**src/sv/cilr_pkg.sv**
```systemverilog
// ----------------------------------------------------------------------------
// cilr_pkg
// Shared types and constants for the color interpolated line rasterizer.
// ----------------------------------------------------------------------------
package cilr_pkg;

	localparam int unsigned CILR_IMAGE_SIZE = 512;

	localparam int unsigned COORD_W   = 9;
	localparam int unsigned COLOR_W   = 8;
	localparam int unsigned DELTA_W   = COORD_W + 1;
	localparam int unsigned DEC_W     = DELTA_W + 2;
	localparam int unsigned NUM_CH    = 3;
	localparam int unsigned DIV_STEPS = COLOR_W;
	localparam int unsigned DIV_CNT_W = $clog2(DIV_STEPS);

	// item codes
	localparam logic MODE_START = 1'b0;
	localparam logic MODE_STEP  = 1'b1;

	typedef struct packed {
		logic               mode;
		logic [COORD_W-1:0] start_x;
		logic [COORD_W-1:0] start_y;
		logic [COORD_W-1:0] end_x;
		logic [COORD_W-1:0] end_y;
		logic [COLOR_W-1:0] first_red;
		logic [COLOR_W-1:0] first_green;
		logic [COLOR_W-1:0] first_blue;
		logic [COLOR_W-1:0] second_red;
		logic [COLOR_W-1:0] second_green;
		logic [COLOR_W-1:0] second_blue;
	} cilr_in_t;

	typedef struct packed {
		logic [COORD_W-1:0] pixel_x;
		logic [COORD_W-1:0] pixel_y;
		logic [COLOR_W-1:0] red;
		logic [COLOR_W-1:0] green;
		logic [COLOR_W-1:0] blue;
		logic               last_pixel;
	} cilr_out_t;

	// controller -> datapath
	typedef struct packed {
		logic start_load;
		logic step_load;
		logic div_step;
		logic out_load;
	} cilr_cmd_t;

	// datapath -> controller
	typedef struct packed {
		logic line_active;
	} cilr_stat_t;

endpackage

```
**src/sv/cilr_if.sv**
```systemverilog
// ----------------------------------------------------------------------------
// cilr_if
// Valid/ready channels for line commands and emitted pixels.
// ----------------------------------------------------------------------------
interface cilr_in_if import cilr_pkg::*; ();
	logic     valid;
	logic     ready;
	cilr_in_t data;

	modport source (output valid, output data, input ready);
	modport sink (input valid, input data, output ready);
endinterface

interface cilr_out_if import cilr_pkg::*; ();
	logic      valid;
	logic      ready;
	cilr_out_t data;

	modport source (output valid, output data, input ready);
	modport sink (input valid, input data, output ready);
endinterface

```
**src/sv/cilr_ctrl.sv**
```systemverilog
// ----------------------------------------------------------------------------
// cilr_ctrl
// Sequencer: takes beats, runs the color-step divide, hands results out.
// ----------------------------------------------------------------------------
module cilr_ctrl import cilr_pkg::*; (
	input  logic       clk,
	input  logic       arst_n,
	input  logic       in_valid,
	input  logic       in_mode,
	output logic       in_ready,
	output logic       out_valid,
	input  logic       out_ready,
	input  cilr_stat_t stat,
	output cilr_cmd_t  cmd
);

	localparam logic [1:0] S_IDLE = 2'd0;
	localparam logic [1:0] S_DIV  = 2'd1;
	localparam logic [1:0] S_EMIT = 2'd2;

	logic [1:0]           state_q;
	logic [1:0]           state_d;
	logic [DIV_CNT_W-1:0] cnt_q;
	logic                 out_valid_q;

	assign out_valid = out_valid_q;

	always_comb begin
		cmd      = '0;
		in_ready = 1'b0;
		state_d  = state_q;
		unique case (state_q)
			S_IDLE: begin
				in_ready = 1'b1;
				if (in_valid) begin
					if (in_mode == MODE_START) begin
						cmd.start_load = 1'b1;
						state_d        = S_DIV;
					end else if (stat.line_active) begin
						cmd.step_load = 1'b1;
						state_d       = S_EMIT;
					end
				end
			end
			S_DIV: begin
				cmd.div_step = 1'b1;
				if (cnt_q == DIV_CNT_W'(DIV_STEPS - 1))
					state_d = S_EMIT;
			end
			S_EMIT: begin
				cmd.out_load = !out_valid_q || out_ready;
				if (cmd.out_load)
					state_d = S_IDLE;
			end
			default: state_d = S_IDLE;
		endcase
	end

	always_ff @(posedge clk or negedge arst_n) begin
		if (!arst_n) begin
			state_q     <= S_IDLE;
			cnt_q       <= '0;
			out_valid_q <= 1'b0;
		end else begin
			state_q <= state_d;
			if (cmd.start_load)
				cnt_q <= '0;
			else if (cmd.div_step)
				cnt_q <= cnt_q + 1'b1;
			if (cmd.out_load)
				out_valid_q <= 1'b1;
			else if (out_ready)
				out_valid_q <= 1'b0;
		end
	end

endmodule

```
**src/sv/cilr_dp.sv**
```systemverilog
// ----------------------------------------------------------------------------
// cilr_dp
// Line state, midpoint stepper, per-channel color stepper with a bit-serial
// divider, and the output register.
// ----------------------------------------------------------------------------
module cilr_dp import cilr_pkg::*; #(
	parameter int unsigned IMAGE_SIZE = CILR_IMAGE_SIZE
) (
	input  logic       clk,
	input  logic       arst_n,
	input  cilr_in_t   in_data,
	input  cilr_cmd_t  cmd,
	output cilr_stat_t stat,
	output cilr_out_t  out_data
);

	localparam int unsigned CMP_W = $clog2(IMAGE_SIZE) + 1;
	localparam logic [CMP_W-1:0] IMG_LIM = CMP_W'(IMAGE_SIZE);
	localparam logic [COORD_W-1:0] COORD_MAX = COORD_W'(IMAGE_SIZE - 1);

	function automatic logic [COORD_W-1:0] clamp(input logic [COORD_W-1:0] v);
		logic [CMP_W+COORD_W-1:0] wide;
		wide = (CMP_W+COORD_W)'(v);
		if (wide >= (CMP_W+COORD_W)'(IMG_LIM))
			return COORD_MAX;
		return v;
	endfunction

	// line state
	logic [COORD_W-1:0] cur_x_q, cur_y_q;
	logic [DEC_W-1:0]   dec_q;
	logic [DELTA_W-1:0] maj_q, mnr_q, steps_q;
	logic               y_major_q, y_down_q, active_q, last_q;

	// channel state
	logic [COLOR_W-1:0] val_q  [NUM_CH];
	logic [COLOR_W-1:0] quo_q  [NUM_CH];
	logic [DELTA_W-1:0] rem_q  [NUM_CH];
	logic [DELTA_W-1:0] err_q  [NUM_CH];
	logic               fall_q [NUM_CH];
	logic [COLOR_W-1:0] dvd_q  [NUM_CH];

	cilr_out_t out_q;

	// start decode
	logic [COORD_W-1:0] x0c, y0c, x1c, y1c, sx, sy, ex, ey;
	logic               swap, y_down, y_major;
	logic [DELTA_W-1:0] dx, ady, maj, mnr;
	logic [DEC_W-1:0]   dec_init;
	logic [COLOR_W-1:0] ca [NUM_CH];
	logic [COLOR_W-1:0] cb [NUM_CH];
	logic [COLOR_W-1:0] c0 [NUM_CH];
	logic [COLOR_W-1:0] c1 [NUM_CH];
	logic [COLOR_W-1:0] mag [NUM_CH];

	always_comb begin
		x0c = clamp(in_data.start_x);
		y0c = clamp(in_data.start_y);
		x1c = clamp(in_data.end_x);
		y1c = clamp(in_data.end_y);
		swap = (x1c < x0c) || ((x1c == x0c) && (y1c < y0c));
		sx = swap ? x1c : x0c;
		sy = swap ? y1c : y0c;
		ex = swap ? x0c : x1c;
		ey = swap ? y0c : y1c;
		dx = {1'b0, ex} - {1'b0, sx};
		y_down = ey < sy;
		ady = y_down ? ({1'b0, sy} - {1'b0, ey}) : ({1'b0, ey} - {1'b0, sy});
		y_major = ady > dx;
		maj = y_major ? ady : dx;
		mnr = y_major ? dx : ady;
		dec_init = {1'b0, mnr, 1'b0} - {2'b00, maj};
		ca[0] = in_data.first_red;
		ca[1] = in_data.first_green;
		ca[2] = in_data.first_blue;
		cb[0] = in_data.second_red;
		cb[1] = in_data.second_green;
		cb[2] = in_data.second_blue;
		for (int c = 0; c < NUM_CH; c++) begin
			c0[c]  = swap ? cb[c] : ca[c];
			c1[c]  = swap ? ca[c] : cb[c];
			mag[c] = (c1[c] >= c0[c]) ? (c1[c] - c0[c]) : (c0[c] - c1[c]);
		end
	end

	// midpoint step
	logic               minor_step;
	logic [DEC_W-1:0]   dec_nxt;
	logic [DELTA_W-1:0] steps_nxt;

	always_comb begin
		minor_step = !dec_q[DEC_W-1] && (dec_q != '0);
		dec_nxt = dec_q + {1'b0, mnr_q, 1'b0}
			- (minor_step ? {1'b0, maj_q, 1'b0} : {DEC_W{1'b0}});
		steps_nxt = steps_q - 1'b1;
	end

	// color step and divide step
	logic [DELTA_W:0]   err_sum [NUM_CH];
	logic               carry   [NUM_CH];
	logic [DELTA_W-1:0] err_nxt [NUM_CH];
	logic [COLOR_W:0]   inc     [NUM_CH];
	logic [COLOR_W-1:0] val_nxt [NUM_CH];
	logic [DELTA_W-1:0] r_sh    [NUM_CH];
	logic               ge      [NUM_CH];
	logic [DELTA_W-1:0] rem_div [NUM_CH];

	always_comb begin
		for (int c = 0; c < NUM_CH; c++) begin
			err_sum[c] = {1'b0, err_q[c]} + {1'b0, rem_q[c]};
			carry[c]   = err_sum[c] >= {1'b0, maj_q};
			err_nxt[c] = carry[c] ? DELTA_W'(err_sum[c] - {1'b0, maj_q})
				: err_sum[c][DELTA_W-1:0];
			inc[c]     = {1'b0, quo_q[c]} + {{COLOR_W{1'b0}}, carry[c]};
			val_nxt[c] = fall_q[c] ? (val_q[c] - inc[c][COLOR_W-1:0])
				: (val_q[c] + inc[c][COLOR_W-1:0]);
			// restoring divide, one quotient bit per cycle
			r_sh[c]    = {rem_q[c][DELTA_W-2:0], dvd_q[c][COLOR_W-1]};
			ge[c]      = r_sh[c] >= maj_q;
			rem_div[c] = ge[c] ? (r_sh[c] - maj_q) : r_sh[c];
		end
	end

	always_ff @(posedge clk or negedge arst_n) begin
		if (!arst_n) begin
			active_q <= 1'b0;
		end else if (cmd.start_load) begin
			active_q <= maj != '0;
		end else if (cmd.step_load) begin
			active_q <= steps_nxt != '0;
		end
	end

	always_ff @(posedge clk) begin
		if (cmd.start_load) begin
			cur_x_q   <= sx;
			cur_y_q   <= sy;
			dec_q     <= dec_init;
			maj_q     <= maj;
			mnr_q     <= mnr;
			steps_q   <= maj;
			y_major_q <= y_major;
			y_down_q  <= y_down;
			last_q    <= maj == '0;
			for (int c = 0; c < NUM_CH; c++) begin
				val_q[c]  <= c0[c];
				fall_q[c] <= c1[c] < c0[c];
				err_q[c]  <= '0;
				rem_q[c]  <= '0;
				quo_q[c]  <= '0;
				dvd_q[c]  <= mag[c];
			end
		end else if (cmd.step_load) begin
			dec_q   <= dec_nxt;
			steps_q <= steps_nxt;
			last_q  <= steps_nxt == '0;
			if (y_major_q || minor_step)
				cur_y_q <= y_down_q ? (cur_y_q - 1'b1) : (cur_y_q + 1'b1);
			if (!y_major_q || minor_step)
				cur_x_q <= cur_x_q + 1'b1;
			for (int c = 0; c < NUM_CH; c++) begin
				err_q[c] <= err_nxt[c];
				val_q[c] <= val_nxt[c];
			end
		end else if (cmd.div_step) begin
			for (int c = 0; c < NUM_CH; c++) begin
				rem_q[c] <= rem_div[c];
				quo_q[c] <= {quo_q[c][COLOR_W-2:0], ge[c]};
				dvd_q[c] <= {dvd_q[c][COLOR_W-2:0], 1'b0};
			end
		end
		if (cmd.out_load) begin
			out_q.pixel_x    <= cur_x_q;
			out_q.pixel_y    <= cur_y_q;
			out_q.red        <= val_q[0];
			out_q.green      <= val_q[1];
			out_q.blue       <= val_q[2];
			out_q.last_pixel <= last_q;
		end
	end

	assign stat.line_active = active_q;
	assign out_data         = out_q;

endmodule

```
**src/sv/color_interpolated_line_rasterizer.sv**
```systemverilog
// ----------------------------------------------------------------------------
// color_interpolated_line_rasterizer
// Midpoint line rasterizer in all octants with linear RGB interpolation.
// ----------------------------------------------------------------------------
// Usage:
//   line_in   : command beats. mode start loads both endpoints and colors and
//               produces the first pixel; mode step produces the next pixel.
//               A step with no line in progress is consumed with no result.
//   pixel_out : one beat per pixel: coordinates, color, and last_pixel on the
//               line's final endpoint (also on a single-point line).
// Timing:
//   step  : the line steps on acceptance, then the emit phase loads the
//           pixel into the output register.
//   start : load, bit-serial color-step divide (one quotient bit per cycle,
//           all three channels side by side), then the output register.
//   line_in is held off through the divide and the emit cycle. The emit
//   cycle stretches while an earlier pixel still waits in the output
//   register, so a command is taken while that pixel waits, but a new
//   result is never written over it.
// Reset: arst_n clears the sequencer, the output valid and the active line.
// Stall: pixel_out holds its beat until ready; no result is dropped.
// ----------------------------------------------------------------------------
module color_interpolated_line_rasterizer import cilr_pkg::*; #(
	parameter int unsigned IMAGE_SIZE = CILR_IMAGE_SIZE
) (
	input logic          clk,
	input logic          arst_n,
	cilr_in_if.sink      line_in,
	cilr_out_if.source   pixel_out
);

	cilr_cmd_t  cmd;
	cilr_stat_t stat;

	// sequencer: owns handshakes and the divide count
	cilr_ctrl u_ctrl (
		.clk       (clk),
		.arst_n    (arst_n),
		.in_valid  (line_in.valid),
		.in_mode   (line_in.data.mode),
		.in_ready  (line_in.ready),
		.out_valid (pixel_out.valid),
		.out_ready (pixel_out.ready),
		.stat      (stat),
		.cmd       (cmd)
	);

	// datapath: line and color state plus output register
	cilr_dp #(
		.IMAGE_SIZE (IMAGE_SIZE)
	) u_dp (
		.clk      (clk),
		.arst_n   (arst_n),
		.in_data  (line_in.data),
		.cmd      (cmd),
		.stat     (stat),
		.out_data (pixel_out.data)
	);

endmodule

```
**src/flat_wrapper.sv**
```systemverilog
// flat-port wrapper written by rule: the top's interface ports become plain ports
module color_interpolated_line_rasterizer_flat import cilr_pkg::*;
#(
	parameter int unsigned IMAGE_SIZE = CILR_IMAGE_SIZE
)
  (clk, arst_n, line_in_valid, line_in_data, line_in_ready, pixel_out_valid, pixel_out_data, pixel_out_ready);
  cilr_in_if line_in_i ();
  cilr_out_if pixel_out_i ();
  input logic clk;
  input logic arst_n;
  input wire logic [$bits(line_in_i.valid)-1:0] line_in_valid;
  input wire logic [$bits(line_in_i.data)-1:0] line_in_data;
  output wire logic [$bits(line_in_i.ready)-1:0] line_in_ready;
  output wire logic [$bits(pixel_out_i.valid)-1:0] pixel_out_valid;
  output wire logic [$bits(pixel_out_i.data)-1:0] pixel_out_data;
  input wire logic [$bits(pixel_out_i.ready)-1:0] pixel_out_ready;
  assign line_in_i.valid = line_in_valid;
  assign line_in_i.data = line_in_data;
  assign line_in_ready = line_in_i.ready;
  assign pixel_out_valid = pixel_out_i.valid;
  assign pixel_out_data = pixel_out_i.data;
  assign pixel_out_i.ready = pixel_out_ready;
  color_interpolated_line_rasterizer #(.IMAGE_SIZE(IMAGE_SIZE)) u_core (.clk(clk), .arst_n(arst_n), .line_in(line_in_i), .pixel_out(pixel_out_i));
endmodule
```
**config.mk**
```make
export PLATFORM = sky130hd
export DESIGN_NAME = color_interpolated_line_rasterizer_flat
export DESIGN_NICKNAME = d
export VERILOG_FILES = /design/src/sv/cilr_pkg.sv /design/src/sv/cilr_if.sv /design/src/sv/cilr_ctrl.sv /design/src/sv/cilr_dp.sv /design/src/sv/color_interpolated_line_rasterizer.sv /design/src/flat_wrapper.sv
export SDC_FILE = /design/constraint.sdc
export NUM_CORES = 1
export LEC_CHECK = 0
export ABC_CLOCK_PERIOD_IN_PS = 8800
export BUFFER_PORTS_ARGS = -buffer_cell sky130_fd_sc_hd__buf_4
export CORE_ASPECT_RATIO = 0.5
export CORE_MARGIN = 2
export CORE_UTILIZATION = 60
export DETAILED_ROUTE_END_ITERATION = 10
export PLACE_DENSITY = 0.79
export SLEW_MARGIN = 20
export SYNTH_ARGS = -nofsm -noshare
export SYNTH_HDL_FRONTEND = slang
export SYNTH_SLANG_ARGS = --single-unit
```
**constraint.sdc**
```tcl
create_clock -name clk -period 8.8 [get_ports clk]
set_input_delay 1.76 -clock clk [delete_from_list [all_inputs] [get_ports clk]]
set_output_delay 1.76 -clock clk [all_outputs]
set_load 0.05 [all_outputs]
```
==> results.txt <==
----------------------------------------------------
[Detailed routing]
  Met3 routed wirelength ... 3730 um
  Router iterations before antenna repair ... 6
  Via density ... 5.98
  Total wirelength of the detailed-routed design ... 57500 um
  Total number of vias ... 18.7k
  Antenna-violating nets left ... 0
  Drt wl/cell ... 18.3 um
  Wire length on met1 ... 26200 um
  Max layer used ... met4
  Met2 Routed Length ... 25900 um
  DRC marker count from the first detailed-route iteration ... 1610
  Detailed-route DRC error count ... 0

[CTS]
  Maximum number of buffers from clock root to sink ... 3
  Post-CTS repair timing setup buffer count ... 0
  CTS tree ... done
  Total CTS buffers ... 25
  Clk pin slew, worst setup/hold paths ... 0.07 ns
  Clock latency at the later pin of the worst-skew pair ... 0.56 ns
  Number of sinks handled by clock tree synthesis ... 248
  Number of H-tree branching levels ... 1
  Root cell of the clock tree ... clkbuf_16

[Die]
  Die Span Y ... 140 um
  Area enclosed by the die boundary ... 38900 um^2
  Placeable core region ... 36300 um^2
  Initial Util ... 61.6%
  I/O pin cnt ... 134
  Number of rows created at floorplan ... 49
  Die X-Extent ... 277 um

[Timing]
  Maximum clock skew at final layout ... 0.0157 ns
  Highest clock rate ... 122 MHz
  Hold Violations, Final ... 0
  Slew headroom ... 31.6%
  Worst hold slack ... 0.434 ns
  Pins Over Slew Limit ... 0
  Unrepaired setup endpoints after global routing ... no
  Final critical-path share of the clock period ... 93.2%
  Final setup violation count ... 0
  Actual transition at the worst max-transition pin ... 1.02 ns
  Setup total negative slack ... 0 ns
  Minimum period implied by the final worst setup slack ... 8.20 ns

[Final layout]
  Layout cell share with drive strength beyond 1 ... 12.1%
  Design area ... 24800 um^2
  Area Growth Syn to Fin ... 11.1%
  Final cell count without fillers ... 3135
  Number of nets at the end of the flow ... 2930

[Job]
  Max-capacitance violation count ... 0

[Place]
  Number of input and output port buffers inserted ... 133
  Global placement routability congestion ... 1.04
  Post-placement cell count ... 3086
  Sum of net half-perimeters after detailed placement ... 43500 um
  Cell area reported after detailed placement ... 23900 um^2

[Yosys]
  Total nets after synthesis ... 2811
  Count of cell types in the netlist ... 111
  Mean Syn Cell Area ... 8.90 um^2
  EDFF count, synth ... 241
  Synthesized flop and latch total ... 248
  Proportion of synthesized chip area in sequential cells ... 33.2%
  Cell area after technology mapping ... 22400 um^2
  Ys flop type ... edfxtp_1
  Proportion of register bits with asynchronous set or reset after synthesis ... 2.82%
  Cell count after synthesis ... 2510
  Synthesis Warnings ... 0

[Worst setup path]
  Worst path top cell family by delay ... compound AO/OA/AOI/OAI gates
  WP buf/inv ... 6
  Critical register-to-register path endpoint ... u_core.u_dp.val_q[0][15]$_DFFE_PP_
  CP Data Arrival Time ... 8.48 ns
  Depth of the critical timing path with buffers and inverters included ... 38
  Crit path to ... u_core.u_dp.dec_q[10]$_DFFE_PP_
  Required @ worst endpoint ... 9.07 ns
  Worst R2R Start ... u_core.u_dp.rem_q[0][10]$_SDFFCE_PN0P_
  Capturing element type of the critical path ... flop
  Element type at the critical path start ... primary input
  Slowest cell on the critical path ... ha_1
  Category of the critical setup timing path ... primary input to flop
  Start point of the critical path ... line_in_data[78]
  Most used cell along the critical path ... ha_1
  Maximum single-stage delay on the critical path ... 0.39 ns
  Flop2flop setup slack ... 1.89 ns
  Max FO, Critical Path ... 14
  Worst R2R Path Depth ... 30

[Global routing]
  Overflow left after global routing ... 0
  Global-route wire length before repair ... 92200 um
  Number of antenna violations at the first check in global routing ... 3
  Maximum number of pins on one net before global-route repair ... 79
  Aggregate global-route resource usage ... 29.2%
  Vias in the first global route ... 18.1k

[Min path]
  Number of stages on the worst hold path ... 0
  Worst min-delay path class ... flop to flop

[Pwr]
  Peak supply drop ... 230 uV
  Leakage power summed over all cells ... 10.7 nW
  Power density cells ... 419 nW/um^2
  Power consumption ... 10.4 mW

[Status]
  Run status ... complete, no violations

----------------------------------------------------
## layout by cell type (no fill, tap or decap), types with 48 or more instances in the layout
cell | synthesis | routed
nand2b_1 | 49 | 48
buf_4 | 13 | 189
nand2_1 | 242 | 240
a21oi_1 | 177 | 175
a31oi_1 | 52 | 52
inv_1 | 198 | 198
ha_1 | 187 | 187
a21o_1 | 49 | 49
xnor2_1 | 108 | 108
nor2b_1 | 64 | 62
edfxtp_1 | 241 | 241
nor2_1 | 292 | 292
mux2i_1 | 74 | 72
o21ai_0 | 105 | 105
xor2_1 | 70 | 70
## worst register-to-register path, delay by kind of cell, from the launching register on
| family | cells | cell delay [ns] |
|---|---|---|
| buffers and inverters | 3 | 0.37 |
| and+or+nand+nor | 3 | 0.29 |
| xor gates and xnor gates | 1 | 0.14 |
| muxes | 1 | 0.27 |
| DFF | 1 | 0.44 |
| adders and majority gates | 7 | 2.22 |
| AOI/OAI and AO/OA | 15 | 2.97 |
## Yosys cell counts (13+ instances only)
master	count	share of area (%)
o211ai_1	20	0.67
buf_4	13	0.44
ha_1	187	10
buf_1	15	0.25
nand4_1	17	0.48
a21o_1	49	1.6
a21boi_0	23	0.77
o21a_1	21	0.71
fa_1	25	2.2
mux2i_1	74	3.3
xor2_1	70	2.7
nor3_1	32	0.72
o21ai_0	105	2.4
xnor2_1	108	4.2
a211oi_1	26	0.87
nor2_1	292	4.9
clkbuf_1	52	0.87
nand3_1	38	0.85
o21bai_1	18	0.60
maj3_1	14	0.63
a31oi_1	52	1.5
mux2_2	17	0.86
edfxtp_1	241	32
nor2b_1	64	1.8
nand2b_1	49	1.4
and3_1	20	0.56
inv_1	198	3.3
and2_1	41	1.1
a21oi_1	177	4.0
nand2_1	242	4.1
## sequential cells by signal, indices dropped and copies added (netlist names), 12 cells and up
| register | count |
|---|---|
| u_core.u_dp.quo_q | 24 |
| u_core.u_dp.rem_q | 30 |
| u_core.u_dp.val_q | 24 |
| u_core.u_dp.dvd_q | 24 |
| u_core.u_dp.dec_q | 12 |
| u_core.u_dp.err_q | 30 |
| u_core.u_dp.out_data | 43 |
## cells by family after synthesis
logic type / share of synthesized area, %
compound gates: 18.1
buf+inv: 5.83
mux: 4.52
fa+ha+maj: 13.3
simple gates: 17.7
flops: 33.2
xor+xnor: 7.34
## how the worst min path moves through the flow
stage	startpoint	to	slack, ns
finish	u_core.u_dp.last_q$_DFFE_PP_	u_core.u_dp.out_data[0]$_DFFE_PP_	0.43
global route	u_core.u_dp.last_q$_DFFE_PP_	u_core.u_dp.out_data[0]$_DFFE_PP_	0.43
CTS	u_core.u_dp.last_q$_DFFE_PP_	u_core.u_dp.out_data[0]$_DFFE_PP_	0.43
detailed placement	u_core.u_dp.last_q$_DFFE_PP_	u_core.u_dp.out_data[0]$_DFFE_PP_	0.42
global placement	u_core.u_dp.last_q$_DFFE_PP_	u_core.u_dp.out_data[0]$_DFFE_PP_	0.42
floorplan	u_core.u_dp.last_q$_DFFE_PP_	u_core.u_dp.out_data[0]$_DFFE_PP_	0.40
## per-stage QoR
step           utilization (%)  worst slack, ns
6_report                  68.4            0.596
5_1_grt                   68.4          0.00855
4_1_cts                   68.3            0.606
3_5_place_dp              65.9           0.0502
3_3_place_gp              65.9            0.239
2_1_floorplan                -           0.0263
## what timing repair did
item,4_1_cts,5_1_grt
setup endpoints to repair,0,1
gates resized for setup,0,4
hold buffers,0,0
## per-layer routing
metal  vias up  global-route usage [%]
li1       9196                       -
met4         0                    8.95
met3       105                    4.44
met2       587                    47.3
met1      8859                    40.5
met5         -                       0
## power by group
part           leakage [nW]  internal, mW  switching [mW]
clock network         0.431         0.682           0.493
registers              2.39          1.97           0.260
logic                  7.92          2.97            4.04
total                  10.7          5.62            4.79
## cell type report
type	instances	area [um^2]
Antenna cell	3	7.51
Clock buffer	35	703
Clock inverter	11	180
Fill cell	2819	11500
Inverter	202	758
Multi-Input combinational cell	1961	13700
Sequential cell	248	7410
Tap cell	484	606
Timing Repair Buffer	191	1460
No activity file was read; power rests on OpenSTA's default activity.
